<file path="config.mk">
export PLATFORM = sky130hd
export DESIGN_NAME = cfcv_lane
export DESIGN_NICKNAME = d
export VERILOG_FILES = /design/src/sv/cfcv_pkg.sv /design/src/sv/cfcv_lane.sv
export SDC_FILE = /design/constraint.sdc
export NUM_CORES = 2
export LEC_CHECK = 0
export ABC_AREA = 0
export BUFFER_PORTS_ARGS = -buffer_cell sky130_fd_sc_hd__buf_2
export CORE_ASPECT_RATIO = 0.5
export CORE_MARGIN = 5
export CORE_UTILIZATION = 39
export CTS_CLUSTER_DIAMETER = 80
export CTS_CLUSTER_SIZE = 20
export DETAILED_ROUTE_END_ITERATION = 6
export PLACE_DENSITY = 0.63
export SLEW_MARGIN = 25
export SYNTH_ARGS = -nofsm -noshare
export SYNTH_HDL_FRONTEND = slang
export SYNTH_SLANG_ARGS = --single-unit
</file>
<file path="constraint.sdc">
create_clock -name clk_i -period 9.6 [get_ports clk_i]
set_input_delay 2.88 -clock clk_i [delete_from_list [all_inputs] [get_ports clk_i]]
set_output_delay 2.88 -clock clk_i [all_outputs]
set_load 0.01 [all_outputs]
</file>
<file path="src/sv/cfcv_pkg.sv">
// Package for the complex FIR full convolution block.
// Holds the sizes, payload types, opcodes and the lane control struct.
// No dependencies; compiled before every other file of the block.
`default_nettype none

package cfcv_pkg;

  // Number of coefficient slots and of filter lanes.
  localparam int TAPS   = 8;
  localparam int HIST   = TAPS - 1;

  localparam int OP_W   = 2;
  localparam int IDX_W  = 3;
  localparam int SMP_W  = 16;
  localparam int PROD_W = 2 * SMP_W;
  localparam int ACC_W  = 35;
  localparam int TC_W   = 4;

  // Tail counter, active tap count and adder tree shape.
  localparam int TAIL_W = $clog2(TAPS);
  localparam int NACT_W = $clog2(TAPS + 1);
  localparam int LVL    = $clog2(TAPS);
  localparam int NPAD   = 1 << LVL;

  typedef logic signed [SMP_W-1:0]  q15_t;
  typedef logic signed [PROD_W-1:0] prod_t;
  typedef logic signed [ACC_W-1:0]  acc_t;
  typedef logic [TC_W-1:0]          tap_cnt_t;
  typedef logic [OP_W-1:0]          op_bits_t;
  typedef logic [IDX_W-1:0]         tap_idx_t;

  localparam tap_cnt_t TAP_COUNT_RST = 4'd8;

  typedef enum logic [OP_W-1:0] {
    OP_LOAD   = 2'd0,
    OP_SAMPLE = 2'd1,
    OP_FLUSH  = 2'd2
  } op_e;

  // Control that travels with the lane products into the adder tree.
  typedef struct packed {
    logic vld;
    logic last;
  } lane_ctl_t;

endpackage

`default_nettype wire

</file>
<file path="src/sv/cfcv_lane.sv">
// One filter lane: real and imaginary sample times one coefficient.
// Depends on cfcv_pkg; instantiated once per tap by the top level.
`default_nettype none

module cfcv_lane (
  input  wire logic          clk_i,
  input  wire logic          en_i,
  input  wire logic          use_i,
  input  wire cfcv_pkg::q15_t coef_i,
  input  wire cfcv_pkg::q15_t smp_re_i,
  input  wire cfcv_pkg::q15_t smp_im_i,
  output cfcv_pkg::prod_t    prod_re_o,
  output cfcv_pkg::prod_t    prod_im_o
);
  import cfcv_pkg::*;

  prod_t prod_re_q, prod_re_d;
  prod_t prod_im_q, prod_im_d;

  // A tap beyond the active count contributes nothing to the sum.
  always_comb begin
    if (use_i) begin
      prod_re_d = prod_t'(smp_re_i) * prod_t'(coef_i);
      prod_im_d = prod_t'(smp_im_i) * prod_t'(coef_i);
    end else begin
      prod_re_d = '0;
      prod_im_d = '0;
    end
  end

  always_ff @(posedge clk_i) begin
    if (en_i) begin
      prod_re_q <= prod_re_d;
      prod_im_q <= prod_im_d;
    end
  end

  assign prod_re_o = prod_re_q;
  assign prod_im_o = prod_im_q;

endmodule

`default_nettype wire

</file>
Word level (Yosys, flattened, before mapping):

Cells that the tools add are included.

* input bits: 51
* logic and storage cells: 4
* register bits after elaboration: 64

* $mul: 2

Operators by type and width (number)
* 16-bit by 16-bit multiplier with 32-bit output: 2

Depth between registers and ports, before layout:

* word-level depth: 1
* depth in mapped cells: 22
* gate-level depth less buffers: 21

Worst setup path before layout:

Ideal clock, no wire load.

* path kind: input -> register
* start: input port smp_re_i[15]
* end: register prod_re_q[31], in the netlist prod_re_o[31] (data pin)
* setup slack: 1.093 ns
* setup time: 0.262 ns
* arrival time: 8.245 ns
* stages: 18
* data required time: 9.338 ns
* cell sequence: clkbuf_1 > nand2_1 > inv_1 > fa_1 > fa_1 > fa_1 > fa_1 > fa_1 > inv_1 > fa_1 > inv_1 > ha_1 > a21oi_1 > nor2_1 > a31oi_1 > a31oi_2 > a221oi_2 > mux2_1

* cells in the longest elaborated chain, start to end: 1

RTL lines
* from (decl): RTL line cfcv_lane.sv:10 `input wire cfcv_pkg::q15_t smp_re_i,`
* 16-bit by 16-bit multiplier with 32-bit output: RTL line cfcv_lane.sv:23 `prod_re_d = prod_t'(smp_re_i) * prod_t'(coef_i);`
* to (signal assigned): RTL line cfcv_lane.sv:33 `prod_re_q <= prod_re_d;`
* to (decl): RTL line cfcv_lane.sv:17 `prod_t prod_re_q, prod_re_d;`

Every way passes these cells.
A chain may end at the register's enable or synchronous reset.

Final worst setup path:

* start: input port coef_i[7]
* end: register prod_re_q[31], in the netlist prod_re_o[31] (data pin)

* cells in the longest elaborated chain, start to end: 1

RTL lines
* from (decl): RTL line cfcv_lane.sv:9 `input wire cfcv_pkg::q15_t coef_i,`
* 16-bit by 16-bit multiplier with 32-bit output: RTL line cfcv_lane.sv:23

Every way passes these cells.

==> impl_metrics.csv <==
group,metric,value,unit
route,post_drt_wl_per_cell,17.04,um
yosys,ys_seq_area_frac,0.08713,
placement,portBuffers,114,
layout,n_antenna_cell,0,
route,drc_errors,0,
grt,grt_max_degree,65,
route,drtIter0Drc,741,
yosys,yosys.area.top_type_share,0.4756,
yosys,synth_edf_count,64,
clock_network,cts-hold-fix-buffers,0,
route,finalWirelength,53640,um
setup_path,endpoint_kind,"flop",
timing,rsz0062_at_grt,"no",
job,maxCapViolCount,0,
placement,place.gp.congestion,0.8529,
timing,period_needed,8.816,ns
route,drt_pre_antenna_iters,5,
floorplanning,rows,61,
yosys,synth_ff_type,"edfxtp_1",
yosys,yosys.area.top_type,"fa_1",
yosys,synthAdderAreaFrac,0.5686,
grt,grt_usage,0.1842,
timing,setup-violations-final,0,
yosys,syn_area_per_cell,9.512,sq um
clock_network,cts.clk_slew.worst_paths,0.07,ns
yosys,synth_cells,2319,
yosys,ys_async_sr_fraction,0,
floorplanning,die_area,0.06170,sq mm
setup_path,path_max_fanout,15,
yosys,synth_area_leaders,"fa_1, inv_1, ha_1",
yosys,synth_top_family_by_area,"adder cells",
grt,grt_antenna_before_repair,0,
clock_network,post_cts_buffers,0,
yosys,ys_seq_elements,64,
route,vias,15440,
layout,fillCellCount,5434,
worst_hold_path,min_to,"prod_re_o[0]",
layout,finalNetCount,3126,
layout,area_delta_synth_final,7.879,%
layout,drive_gt1_frac,0.07651,
timing,max_freq,113.4,MHz
clock_network,cts_tree,"yes",
yosys,syn_nets,3058,
layout,layout_commonest_cell,"inv_1",
grt,grt_pass1_wl,90100,um
grt,overflow,0,
setup_path,cp.arrival,8.94,ns
clock_network,cts_made_buffers,9,
clock_network,root_buffer,"clkbuf_16",
clock_network,clock_path_buffers,2,
setup_path,worstSetupStartpointType,"input pin",
timing,relSlewSlack,0.3573,
setup_path,worst_ep_required_time,9.73,ns
grt,grt_pass1_vias,17100,
route,viasPerCell,4.905,
worst_hold_path,worst_hold_path.num_cells,2,
route,ant_nets,0,
timing,slew_viol_final,0,
floorplanning,fp.dieH,178.2,um
yosys,syn_area,0.02206,sq mm
yosys,synth_cell_types,62,
floorplanning,io_pins,115,
worst_hold_path,hold_class,"input pin to flop",
timing,tightest_slew,0.9640,ns
layout,layout_common_cells,"inv_1, fa_1, nand2_1",
placement,dp_hpwl,42870,um
clock_network,cts_htree_levels,3,
run_status,status,"completed",
yosys,synth_simple_gate_area_frac,0.1550,
setup_path,crit_type,"input pin to flop",
yosys,synthMuxAreaShare,0.004595,
floorplanning,die_w,346.3,um
yosys,yosys_warnings,0,
timing,min_period_over_period,0.9184,
timing,final-hold-violation-count,0,
worst_hold_path,hp-start,"coef_i[0]",
floorplanning,coreArea,0.05579,sq mm
yosys,synth-compound-area-share,0.05048,
timing,setup_tns,0,ns
clock_network,cts_resized,0,
floorplanning,start_util,0.3953,
clock_network,cts.sinks,64,
yosys,synth-xor-area-share,0.02139,
==> Yosys cell counts, types with 3 or more instances <==
cell type and instances:
inv_1 572, fa_1 524, nand2_1 263, and2_1 258, ha_1 164, clkbuf_1 89, nor2_1 73, edfxtp_1 64
a21oi_1 39, xnor2_1 34, a21o_1 26, nand2b_1 19, xor2_1 18, o21ai_0 16, nor3_1 15, a211oi_1 11
a31oi_1 11, and3_1 11, nand3_1 11, o21a_1 11, o21ai_1 10, mux2i_1 9, nand4_1 6, nor2b_1 5
nor4_1 4, o211ai_1 4, o31ai_1 4, a21oi_2 3, o21bai_1 3, or4_1 3
==> kinds of logic after synthesis <==
kind of cell,after synthesis
compound gates,160
fa+ha+maj,688
mux,10
buf+inv,663
flops,64
xor+xnor,53
simple gates,681
==> area by class of cell <==
cell class | instances | area [sq um] | share of cell area
sequential | 64 | 1922 | 0.08077
clock buffer | 9 | 225.2 | 0.009465
tap | 756 | 945.9 | 0.03975
multi-input combinational | 1592 | 17650 | 0.7416
timing repair buffer | 147 | 833.3 | 0.03502
inverter | 573 | 2151 | 0.09039
clock inverter | 7 | 71.32 | 0.002997
==> state kept, by name (all words and copies together) (netlist names) <==
register / flops
prod_im_o: 32
prod_re_o: 32
==> worst max-delay path, stage by stage <==
cell and delay [ns]:
buf_2 0.32, buf_4 0.31, nand2_1 0.11, fa_1 0.55, inv_1 0.05, fa_1 0.48, fa_1 0.61, fa_1 0.47
fa_1 0.50, inv_1 0.05, fa_1 0.47, inv_1 0.05, ha_1 0.36, a21oi_1 0.31, nand2_1 0.15, o31ai_4 0.38
a31oi_2 0.22, a221oi_2 0.31, mux2_1 0.34
==> per-stage QoR <==
| stage | worst slack [ns] | instances | hold slack (ns) | util | area, sq um |
|---|---|---|---|---|---|
| detailed placement | 0.3840 | 3132 | 3.291 | 0.4212 | 23500 |
| CTS | 0.7574 | 3148 | 3.056 | 0.4265 | 23800 |
| global route | 0.4921 | 3148 | 3.057 | 0.4265 | 23800 |
| finish | 0.7836 | 3148 | 3.072 | 0.4265 | 23800 |
| global placement | 0.4394 | 3132 | 3.290 | 0.4212 | 23500 |
| floorplan | 1.093 | 2319 | 2.993 | - | 22060 |
==> per-layer routing <==
layer	vias up	share of wire	wire length, um	track usage
met5	-	0	0	0
met4	0	0.016	862	0.03985
met3	66	0.056	2993	0.03603
met2	354	0.50	26720	0.3262
met1	8014	0.43	23060	0.2367
li1	7008	-	-	-
==> worst max-delay path by stage <==
stage / startpoint / endpoint / slack [ns] / cells after the start
2_1_floorplan: smp_re_i[15] / prod_re_o[31] / 1.09 / 18
3_3_place_gp: coef_i[4] / prod_re_o[28] / 0.44 / 19
3_5_place_dp: coef_i[7] / prod_re_o[31] / 0.38 / 19
4_1_cts: coef_i[7] / prod_re_o[31] / 0.76 / 19
5_1_grt: coef_i[4] / prod_re_o[28] / 0.49 / 19
6_report: coef_i[7] / prod_re_o[31] / 0.78 / 19
Power is left out: the tool's default activity adds up to more than one toggle a clock period on the data nets, which glitch-free logic cannot reach.
